File: src/design/cftp_pkg.sv
// ----------------------------------------------------------------------------
// cftp_pkg
// shared widths, limits and reset values for the three point circle unit
// ----------------------------------------------------------------------------
`default_nettype none

package cftp_pkg;

    // configuration register
    localparam int TOL_W = 33;
    localparam logic [TOL_W-1:0] TOL_RESET = 33'd1;

    // result fields
    localparam int CENTRE_W = 32;
    localparam int RSQ_W    = 63;
    localparam int RAD_W    = 32;

    localparam logic signed [63:0] CENTRE_MAX = 64'sd2147483647;
    localparam logic signed [63:0] CENTRE_MIN = -64'sd2147483648;
    localparam logic [RSQ_W-1:0]   RSQ_MAX    = {RSQ_W{1'b1}};
    localparam logic [RAD_W-1:0]   RAD_MAX    = {RAD_W{1'b1}};

    // divider quotient kept below the overflow flag, and its clamp
    localparam int QUOT_W = 63;
    localparam logic [QUOT_W-1:0] QUOT_LIM = 63'h4000_0000_0000_0000;

    // square root: radicand below 2^65, root of 33 bits
    localparam int ROOT_W = 33;
    localparam int SQ_W   = 2 * ROOT_W;
    localparam int REM_W  = ROOT_W + 2;

endpackage

`default_nettype wire

File: src/design/cftp_div_cell.sv
// ----------------------------------------------------------------------------
// cftp_div_cell
// one restoring divide step for two lanes sharing a divisor, registered
// ----------------------------------------------------------------------------
`default_nettype none

module cftp_div_cell #(
    parameter int NUM_W  = 60,
    parameter int DIV_W  = 36,
    parameter int SIDE_W = 8
) (
    input  logic                                   clk,
    input  logic                                   rst_n,
    input  logic                                   en,
    input  logic                                   vld_in,
    input  logic [DIV_W-1:0]                       div_in,
    input  logic [1:0][DIV_W-1:0]                  rem_in,
    input  logic [1:0][NUM_W-1:0]                  num_in,
    input  logic [1:0][cftp_pkg::QUOT_W-1:0]       quot_in,
    input  logic [1:0]                             ovf_in,
    input  logic [SIDE_W-1:0]                      side_in,
    output logic                                   vld_out,
    output logic [DIV_W-1:0]                       div_out,
    output logic [1:0][DIV_W-1:0]                  rem_out,
    output logic [1:0][NUM_W-1:0]                  num_out,
    output logic [1:0][cftp_pkg::QUOT_W-1:0]       quot_out,
    output logic [1:0]                             ovf_out,
    output logic [SIDE_W-1:0]                      side_out
);

    logic                              vld_reg;
    logic [DIV_W-1:0]                  div_reg;
    logic [1:0][DIV_W-1:0]             rem_reg;
    logic [1:0][DIV_W-1:0]             rem_next;
    logic [1:0][NUM_W-1:0]             num_reg;
    logic [1:0][NUM_W-1:0]             num_next;
    logic [1:0][cftp_pkg::QUOT_W-1:0]  quot_reg;
    logic [1:0][cftp_pkg::QUOT_W-1:0]  quot_next;
    logic [1:0]                        ovf_reg;
    logic [1:0]                        ovf_next;
    logic [SIDE_W-1:0]                 side_reg;

    always_comb
    begin
        logic [DIV_W:0] trial;
        logic [DIV_W:0] diff;
        logic           take;
        for (int l = 0; l < 2; l++)
        begin
            trial = {rem_in[l], num_in[l][NUM_W-1]};
            diff  = trial - {1'b0, div_in};
            take  = (trial >= {1'b0, div_in});
            rem_next[l]  = take ? diff[DIV_W-1:0] : trial[DIV_W-1:0];
            num_next[l]  = {num_in[l][NUM_W-2:0], 1'b0};
            quot_next[l] = {quot_in[l][cftp_pkg::QUOT_W-2:0], take};
            ovf_next[l]  = ovf_in[l] | quot_in[l][cftp_pkg::QUOT_W-1];
        end
    end

    always_ff @(posedge clk or negedge rst_n)
    begin
        if (!rst_n)
        begin
            vld_reg <= 1'b0;
        end
        else if (en)
        begin
            vld_reg <= vld_in;
        end
    end

    always_ff @(posedge clk)
    begin
        if (en)
        begin
            div_reg  <= div_in;
            rem_reg  <= rem_next;
            num_reg  <= num_next;
            quot_reg <= quot_next;
            ovf_reg  <= ovf_next;
            side_reg <= side_in;
        end
    end

    assign vld_out  = vld_reg;
    assign div_out  = div_reg;
    assign rem_out  = rem_reg;
    assign num_out  = num_reg;
    assign quot_out = quot_reg;
    assign ovf_out  = ovf_reg;
    assign side_out = side_reg;

endmodule

`default_nettype wire

File: config.mk
export PLATFORM = sky130hd
export DESIGN_NAME = cftp_div_cell
export DESIGN_NICKNAME = d
export VERILOG_FILES = /design/src/design/cftp_pkg.sv /design/src/design/cftp_div_cell.sv
export SDC_FILE = /design/constraint.sdc
export NUM_CORES = 1
export LEC_CHECK = 0
export ABC_AREA = 1
export BUFFER_PORTS_ARGS = -buffer_cell sky130_fd_sc_hd__clkbuf_2
export CORE_AREA = 4 4 283 285
export DETAILED_ROUTE_END_ITERATION = 8
export DIE_AREA = 0 0 287 289
export HOLD_SLACK_MARGIN = 0.05
export PLACE_DENSITY = 0.46
export SLEW_MARGIN = 0
export SYNTH_ARGS = -nofsm -noshare
export SYNTH_HDL_FRONTEND = slang
export SYNTH_SLANG_ARGS = --single-unit
File: constraint.sdc
create_clock -name clk -period 1 [get_ports clk]
set_input_delay 0.1 -clock clk [delete_from_list [all_inputs] [get_ports clk]]
set_output_delay 0.1 -clock clk [all_outputs]
set_load 0.03 [all_outputs]
==> impl_metrics.py <==
metrics = {
    "run_status": {
        "status": "complete, but fails checks",
        "failed_checks": "negative setup slack",
    },
    "cts": {
        "path_clk_slew_ns": 0.06,
        "clockBufferDepth": 3,
        "cts_root_buf": "clkbuf_16",
        "cts_sinks": 363,
        "numCtsBuffers": 43,
        "h-tree-depth": 2,
        "clk_latency_ns": 0.58,
        "cts_tree": "built",
    },
    "hold_path": {
        "hp-class": "in2reg",
    },
    "logic_synthesis": {
        "synthDominantCellAreaShare_pct": 61.86,
        "synth_common_cells": "543 x nand2_1, 362 x edfxtp_1, 234 x inv_1, 156 x nand3_1, 112 x nor2_1",
        "syn-cell-area_mm2": 0.01757,
        "ys_ff_latch": 363,
        "ys_types": 37,
        "synth_top_area_cell": "edfxtp_1",
        "ys_seq_area_share_pct": 62.01,
        "synth.most_common_cell": "nand2_1",
        "syn_area_per_cell_um2": 10.22,
        "synth.area.top_cells": "edfxtp_1 62%, nand2_1 12%, ha_1 5.1%",
        "ys.flop_type": "edfxtp_1",
        "ys.warnings.count": 0,
        "synth_edf_count": 362,
        "async_flop_share_pct": 0.2755,
        "synth_cells": 1719,
    },
    "global_routing": {
        "grt_max_degree": 35,
        "grt_pass1_vias": 19434,
        "grtUsageTotal_pct": 21.66,
        "grt_pass1_wl_um": 130600,
        "grt_overflow": 0,
        "antenna_found_initial": 9,
    },
    "worst_setup_path": {
        "r2r_setup_slack_ns": 0.24,
        "cp.required_ns": 1.34,
        "cp_max_fo": 4,
        "cp-start-kind": "input pin",
        "crit_type": "in2reg",
        "worstPathArrival_ns": 1.99,
        "worstSetupEndpointType": "flop",
    },
    "routing": {
        "via_count": 18402,
        "drt_iter0_drc": 791,
        "drc": 0,
        "drtPass1Iterations": 5,
        "detail-route-antenna-nets": 0,
        "routed_via_density": 4.225,
        "avgRoutedWirePerCell_um": 21.74,
        "routed_wl_um": 94680,
    },
    "sta": {
        "slew_violations": 0,
        "hold_viol_final": 0,
        "tightestPinTransition_ns": 0.4874,
        "fin_skew_ns": 0,
        "holdWs_ns": 0.09055,
        "max_slew_margin_pct": 67.16,
        "fin_crit_sh_pct": 164.7,
        "clock.fmax_ghz": 0.6073,
        "rsz0062_at_grt": "true",
        "period_needed_ns": 1.647,
        "setup_ws_ns": -0.6467,
        "setup_viol": 454,
    },
    "floorplan": {
        "fp.dieH_um": 289,
        "die_area_mm2": 0.08294,
        "coreArea_mm2": 0.07734,
        "rows": 102,
        "die_w_um": 287,
        "start_util_pct": 22.72,
        "pin_count": 733,
    },
    "placed_design": {
        "dp_hpwl_um": 75460,
        "place_area_mm2": 0.02651,
        "pre_cts_slack_ns": -1.393,
        "dp_cells": 3883,
        "port_buffers": 730,
        "gp_routability_congestion": 0.9241,
    },
    "finish": {
        "multi_input_area_mm2": 0.006974,
        "drive_above_1_share_pct": 46.14,
        "final_cell_count_no_fill": 4355,
        "nets": 3715,
        "nFillCells": 7480,
        "fin_area_mm2": 0.03330,
        "layout-area-overhead-vs-synth_pct": 89.51,
        "seqCellArea_mm2": 0.01090,
    },
    "power_and_ir_drop": {
        "fin_total_pwr_mw": 50.85,
        "peakVddDrop_uv": 1114,
        "p_leak_nw": 15.59,
        "pwr_density_cell_mw_per_mm2": 1527,
    },
    "job": {
        "cap_violations": 0,
    },
}
## worst paths after layout
path,depth (start not counted),start,endpoint
setup / recovery,13,div_in[5],rem_out[54]
hold / removal,4,rem_in[0],rem_out[1]
setup reg to reg,1,vld_out,vld_out
hold reg to reg,1,vld_out,vld_out
max in group asynchronous,3,rst_n,vld_out
min in group asynchronous,3,rst_n,vld_out
## registers in the layout (all words and copies together) (netlist names)
signal and cells:
quot_out 126, num_out 118, rem_out 72, div_out 36, side_out 8, ovf_out 2
vld_out 1
## area by class of cell
type / count / area share, %
timing repair buffer: 1531 / 35.20
antenna: 10 / 0.07515
multi-input combinational: 1096 / 20.94
clock inverter: 32 / 1.086
inverter: 238 / 2.818
tap: 1040 / 3.908
clock buffer: 45 / 3.254
sequential: 363 / 32.72
## kinds of logic (layout without fill, tap and decap cells)
family                   Yosys count  after routing  share of synthesized area (%)
AO/OA/AOI/OAI                     86             86                          2.791
XOR/XNOR                          36             36                          1.794
adder cells (fa/ha/maj)           74             74                          5.355
buffers and inverters            261           1846                          6.145
flip-flops                       363            363                          62.01
multiplexers                       1              1                        0.06408
other                              1             12                        0.02134
AND/OR/NAND/NOR                  897            897                          21.82
## critical path, stage by stage
cell	delay [ns]
clkbuf_2	0.11
inv_1	0.16
ha_2	0.34
a21oi_1	0.27
nand2_1	0.09
nand2_1	0.06
nand3_1	0.19
nand2_1	0.14
nand2_1	0.09
buf_4	0.14
xor2_1	0.13
nand2_1	0.08
nand2_1	0.07
## routing by layer
metal | GRT usage (%) | part of all wire (%) | vias to the layer above
met5 | 0 | 0 | -
met4 | 10.52 | 5.6 | 0
li1 | - | - | 8861
met1 | 22.52 | 35 | 8736
met3 | 3.517 | 5.3 | 158
met2 | 42.07 | 54 | 647
## cell usage in the layout, fill, tap and decap left out, types with 34 or more instances in the layout
| cell | netlist | final |
|---|---|---|
| buf_12 | 0 | 58 |
| dlygate4sd3_1 | 0 | 364 |
| nand2_2 | 12 | 71 |
| nor2_1 | 112 | 90 |
| a21oi_1 | 52 | 34 |
| nand3_2 | 2 | 36 |
| nand2_1 | 543 | 469 |
| ha_4 | 0 | 48 |
| edfxtp_1 | 362 | 362 |
| buf_4 | 2 | 394 |
| clkbuf_16 | 0 | 44 |
| nand3_1 | 156 | 119 |
| clkbuf_2 | 0 | 662 |
| inv_1 | 234 | 205 |
## where the power goes
group	leakage (nW)	switching (mW)	internal [mW]
clock network	0.696	6.92	9.53
registers	3.55	0.719	18.5
logic	11.3	8.79	6.41
## timing repair
action | CTS | global route
hold buffers | 364 | 0
buffers inserted | 12 | 10
pin swaps | 22 | 51
endpoints found under the hold margin | 381 | 0
gates resized for setup | 151 | 198
endpoints found under the setup margin | 437 | 474
gates cloned | 1 | 1
## through the flow
stage	util, %	TNS (ns)
after floorplan	-	-50.04
after global placement	34.27	-97.66
after detailed placement	34.27	-97.23
after CTS	42.15	-153.15
after global routing	43.05	-163.15
final	43.06	-139.26
Power figures use the tool's default switching activity.
