--- config.mk ---
export PLATFORM = sky130hd
export DESIGN_NAME = cftp_sqrt_cell
export DESIGN_NICKNAME = d
export VERILOG_FILES = /design/src/design/cftp_pkg.sv /design/src/design/cftp_sqrt_cell.sv
export SDC_FILE = /design/constraint.sdc
export NUM_CORES = 1
export LEC_CHECK = 0
export BUFFER_PORTS_ARGS = -buffer_cell sky130_fd_sc_hd__clkbuf_2
export CORE_ASPECT_RATIO = 0.7
export CORE_MARGIN = 10
export CORE_UTILIZATION = 52
export CTS_CLUSTER_SIZE = 40
export DETAILED_ROUTE_END_ITERATION = 10
export PLACE_DENSITY = 0.86
export RECOVER_POWER = 50
export SLEW_MARGIN = 30
export SYNTH_ARGS = -nofsm -noshare
export SYNTH_HDL_FRONTEND = slang
export SYNTH_SLANG_ARGS = --single-unit
--- constraint.sdc ---
create_clock -name clk -period 1.7 [get_ports clk]
set_input_delay 0.085 -clock clk [delete_from_list [all_inputs] [get_ports clk]]
set_output_delay 0.085 -clock clk [all_outputs]
set_load 0.01 [all_outputs]
--- src/design/cftp_pkg.sv ---
// ----------------------------------------------------------------------------
// cftp_pkg
// shared widths, limits and reset values for the three point circle unit
// ----------------------------------------------------------------------------
`default_nettype none

package cftp_pkg;

    // configuration register
    localparam int TOL_W = 33;
    localparam logic [TOL_W-1:0] TOL_RESET = 33'd1;

    // result fields
    localparam int CENTRE_W = 32;
    localparam int RSQ_W    = 63;
    localparam int RAD_W    = 32;

    localparam logic signed [63:0] CENTRE_MAX = 64'sd2147483647;
    localparam logic signed [63:0] CENTRE_MIN = -64'sd2147483648;
    localparam logic [RSQ_W-1:0]   RSQ_MAX    = {RSQ_W{1'b1}};
    localparam logic [RAD_W-1:0]   RAD_MAX    = {RAD_W{1'b1}};

    // divider quotient kept below the overflow flag, and its clamp
    localparam int QUOT_W = 63;
    localparam logic [QUOT_W-1:0] QUOT_LIM = 63'h4000_0000_0000_0000;

    // square root: radicand below 2^65, root of 33 bits
    localparam int ROOT_W = 33;
    localparam int SQ_W   = 2 * ROOT_W;
    localparam int REM_W  = ROOT_W + 2;

endpackage

`default_nettype wire

--- src/design/cftp_sqrt_cell.sv ---
// ----------------------------------------------------------------------------
// cftp_sqrt_cell
// one digit-by-digit square root step, registered
// ----------------------------------------------------------------------------
`default_nettype none

module cftp_sqrt_cell #(
    parameter int SIDE_W = 8
) (
    input  logic                           clk,
    input  logic                           rst_n,
    input  logic                           en,
    input  logic                           vld_in,
    input  logic [cftp_pkg::REM_W-1:0]     rem_in,
    input  logic [cftp_pkg::ROOT_W-1:0]    root_in,
    input  logic [cftp_pkg::SQ_W-1:0]      rad_in,
    input  logic [SIDE_W-1:0]              side_in,
    output logic                           vld_out,
    output logic [cftp_pkg::REM_W-1:0]     rem_out,
    output logic [cftp_pkg::ROOT_W-1:0]    root_out,
    output logic [cftp_pkg::SQ_W-1:0]      rad_out,
    output logic [SIDE_W-1:0]              side_out
);

    logic                           vld_reg;
    logic [cftp_pkg::REM_W-1:0]     rem_reg;
    logic [cftp_pkg::REM_W-1:0]     rem_next;
    logic [cftp_pkg::ROOT_W-1:0]    root_reg;
    logic [cftp_pkg::ROOT_W-1:0]    root_next;
    logic [cftp_pkg::SQ_W-1:0]      rad_reg;
    logic [cftp_pkg::SQ_W-1:0]      rad_next;
    logic [SIDE_W-1:0]              side_reg;

    always_comb
    begin
        logic [cftp_pkg::REM_W+1:0] acc;
        logic [cftp_pkg::REM_W+1:0] trial;
        logic [cftp_pkg::REM_W+1:0] diff;
        logic                       take;
        acc   = {rem_in, rad_in[cftp_pkg::SQ_W-1 -: 2]};
        trial = {2'b00, root_in, 2'b01};
        diff  = acc - trial;
        take  = (acc >= trial);
        rem_next  = take ? diff[cftp_pkg::REM_W-1:0] : acc[cftp_pkg::REM_W-1:0];
        root_next = {root_in[cftp_pkg::ROOT_W-2:0], take};
        rad_next  = {rad_in[cftp_pkg::SQ_W-3:0], 2'b00};
    end

    always_ff @(posedge clk or negedge rst_n)
    begin
        if (!rst_n)
        begin
            vld_reg <= 1'b0;
        end
        else if (en)
        begin
            vld_reg <= vld_in;
        end
    end

    always_ff @(posedge clk)
    begin
        if (en)
        begin
            rem_reg  <= rem_next;
            root_reg <= root_next;
            rad_reg  <= rad_next;
            side_reg <= side_in;
        end
    end

    assign vld_out  = vld_reg;
    assign rem_out  = rem_reg;
    assign root_out = root_reg;
    assign rad_out  = rad_reg;
    assign side_out = side_reg;

endmodule

`default_nettype wire

==> impl_metrics.csv <==
group,metric,value,unit
global_route,use_met3,10.0,%
finish,final_util,90.4,%
die,core,13100,um^2
critical_path,required,1870,ps
hold_path,whs_path_depth,2,
placement,place_ws,-1200,ps
clocking,cts_root_buf,"clkbuf_16",
die,die_y,116,um
sta,skew,0,ps
sta,tns,-27240,ps
sta,fin_crit,2530,ps
pwr,pwr_density_cell,943,nW/um^2
pwr,power_leakage,0.00554,uW
sta,min_period_over_period,149,%
sta,rsz0062_at_grt,"yes",
sta,hold_viol,0,
clocking,clk_latency,420,ps
critical_path,r2r_end,"vld_out$_DFFE_PN0P_",
routing,routed-via-count,7193,
critical_path,reg2reg_from,"vld_out$_DFFE_PN0P_",
routing,wire_per_inst,24.2,um
placement,place.gp.congestion,0.904,
critical_path,worstPathArrival,2700,ps
run,drv_cap,0,
sta,worstMarginPinSlew,920,ps
yosys,synth_area_per_cell,13.9,um^2
clocking,cts.sinks,141,
critical_path,path_max_fanout,5,
routing,dr.first_iter.drc_count,814,
sta,fmax,396,MHz
global_route,grt_overflow,0,
critical_path,startpoint_type,"input pin",
pwr,ir_drop,906,uV
finish,fin_nets,1248,
critical_path,path_class,"input pin to flip-flop",
clocking,cts_made_buffers,17,
pwr,p_clk_share,32.2,%
yosys,async_flop_share,0.709,%
critical_path,reg2reg_slack,960,ps
pwr,p_sw_share,30.2,%
yosys,synthCells,498,
die,dieWidth,158,um
pwr,p_comb_share,28.5,%
die,start_util,52.7,%
routing,final_antenna_net_count,0,
clocking,path_clk_slew,60,ps
global_route,grt_max_degree,42,
yosys,yosys_warnings,0,
global_route,grtUsageTotal,30.1,%
pwr,seq_power_share,39.3,%
yosys,ys_seq_area_share,61.3,%
clocking,cts_tree,"done",
die,die_area,18400,um^2
outcome,violations,"setup timing",
clocking,cts_max_path_buffers,2,
yosys,ys_ff_latch,141,
routing,drc,0,
sta,setup_violations,36,
critical_path,rr_worst_depth,1,
clocking,htreeDepth,4,
pwr,p_switching,3370,uW
global_route,use_met1,31.4,%
global_route,use_met2,54.2,%
outcome,status,"complete, but fails checks",
yosys,synth_edf_count,140,
finish,final_cell_mix,"265 x clkbuf_2, 149 x buf_4, 140 x edfxtp_1, 119 x dlygate4sd3_1, 37 x inv_1",
global_route,grt_pass1_wl,42000,um
global_route,top_usage_layer,"met2",
yosys,synth_top_flop_cell,"edfxtp_1",
routing,wl,30200,um
pwr,p_int,7800,uW
sta,setup_ws,-826,ps
finish,final_common_cell,"clkbuf_2",
die,io_pins,289,
die,num_rows,35,
critical_path,cp-end-kind,"flip-flop",
yosys,netlist_area,6900,um^2
finish,area_growth_syn_to_layout,71.5,%
routing,viasPerCell,5.77,
placement,dpl.hpwl,17600,um
sta,slew_viol_final,0,
placement,port_buffers,286,
sta,slew_headroom,38.6,%
hold_path,min_to,"rem_out[29]$_DFFE_PP_",
routing,first_pass_iters,10,
global_route,grt_pass1_vias,7414,
hold_path,hp-start,"rem_in[27]",
yosys,synth.distinct_cells,58,
hold_path,hold_path.class,"input pin to flip-flop",
global_route,antenna_found_initial,1,
finish,drive_above_1_share,50.3,%
## critical path, cell delays in order
cell and delay [ps]:
clkbuf_16 120, inv_12 30, ha_4 250, o21a_1 150, o211ai_2 170, a311oi_2 410
nor4_4 90, a2111oi_4 380, o21a_2 210, o211a_4 220, buf_6 140, buf_12 130
mux2_4 320
## cells in the mapped netlist (all sizes together) (2+ instances only)
| cell | count | area share (%) |
|---|---|---|
| xnor2 | 19 | 2.4 |
| o21ai | 13 | 0.94 |
| a21oi | 30 | 2.2 |
| o221ai | 4 | 0.51 |
| o211ai | 3 | 0.47 |
| nor2 | 22 | 1.2 |
| buf | 8 | 1.4 |
| nand4 | 8 | 0.73 |
| nor3 | 2 | 0.15 |
| nor2b | 4 | 0.36 |
| mux2 | 32 | 6.6 |
| o21a | 4 | 0.45 |
| edfxtp | 140 | 61 |
| or3 | 2 | 0.18 |
| ha | 35 | 6.3 |
| mux2i | 3 | 0.44 |
| nand2 | 25 | 1.4 |
| a31o | 4 | 0.51 |
| nor4 | 3 | 0.36 |
| a211oi | 2 | 0.22 |
| inv | 41 | 2.2 |
| nand2b | 2 | 0.18 |
| a21o | 26 | 2.8 |
| a311oi | 2 | 0.25 |
| o21bai | 3 | 0.33 |
| or4 | 2 | 0.22 |
| nand3 | 9 | 0.65 |
| xor2 | 14 | 1.8 |
| clkbuf | 10 | 0.54 |
| and3 | 4 | 0.36 |
| a2111oi | 2 | 0.44 |
| o31a | 2 | 0.25 |
| or2 | 2 | 0.18 |
| a31oi | 2 | 0.18 |
## worst max path at each step
stage           startpoint                     to  slack [ps]  cells after the start
6_report        root_in[0]  rem_out[20]$_DFFE_PP_        -830                     13
5_1_grt         root_in[0]  rem_out[27]$_DFFE_PP_        -860                     13
4_1_cts         root_in[0]  rem_out[20]$_DFFE_PP_        -640                     13
3_5_place_dp    root_in[0]   rem_out[5]$_DFFE_PP_       -1200                     12
3_3_place_gp    root_in[0]  rem_out[30]$_DFFE_PP_       -1060                     14
2_1_floorplan  root_in[23]  rem_out[10]$_DFFE_PP_        -750                     11
## power by group through the flow
| stage | Combinational, uW | Clock (uW) | Sequential (uW) |
|---|---|---|---|
| 2_1_floorplan | 1070 | 0 | 4630 |
| 3_3_place_gp | 2420 | 0 | 4420 |
| 3_5_place_dp | 2510 | 0 | 4440 |
| 4_1_cts | 2920 | 3540 | 4370 |
| 5_1_grt | 3310 | 3730 | 4420 |
| 6_report | 3180 | 3600 | 4390 |
## routing by layer
layer	share of wire, %	routed length (um)
met1	33	10000
met2	49	14800
met3	12	3490
met4	6.3	1900
met5	0	0
## flip-flops by register name, summed over array words and instances, names as in the netlist
register,cells
rem_out,35
root_out,33
side_out,8
rad_out,64
vld_out,1
## final cells by class
class	instances	area, um^2
fill	517	1260
timing repair buffer	567	3940
antenna	1	2.50
sequential	141	4230
clock buffer	17	425
clock inverter	15	129
multi-input combinational	299	2720
tap	166	208
inverter	41	181
## through the flow
stage / hold WS (ps) / area [um^2] / cells / total power (uW)
floorplan: -211 / 7090 / 499 / 5690
finish: 18.6 / 11800 / 1247 / 11200
detailed placement: -134 / 9690 / 1077 / 6950
global route: 20.5 / 11800 / 1247 / 11500
CTS: 3.05 / 11700 / 1238 / 10800
global placement: -140 / 9690 / 1077 / 6850
## cell families (layout without fill, tap and decap cells)
family	Yosys count	after routing	share of synthesized area (%)
AOI/OAI and AO/OA	107	107	10.8
xor gates and xnor gates	33	33	4.19
adders and majority gates	35	35	6.34
buffers and inverters	59	640	4.15
DFF	141	141	61.3
muxes	35	35	7.01
other	1	3	0.0543
and+or+nand+nor	87	87	6.14
## repair_timing
action | CTS | global route
gates resized for setup | 35 | 27
hold endpoints to repair | 116 | 2
hold buffers | 117 | 2
pin swaps | 1 | 9
setup endpoints to repair | 36 | 36
gates cloned | 3 | 1
buffers inserted | 9 | 7
Note: power is estimated with default switching activity, not from simulation.
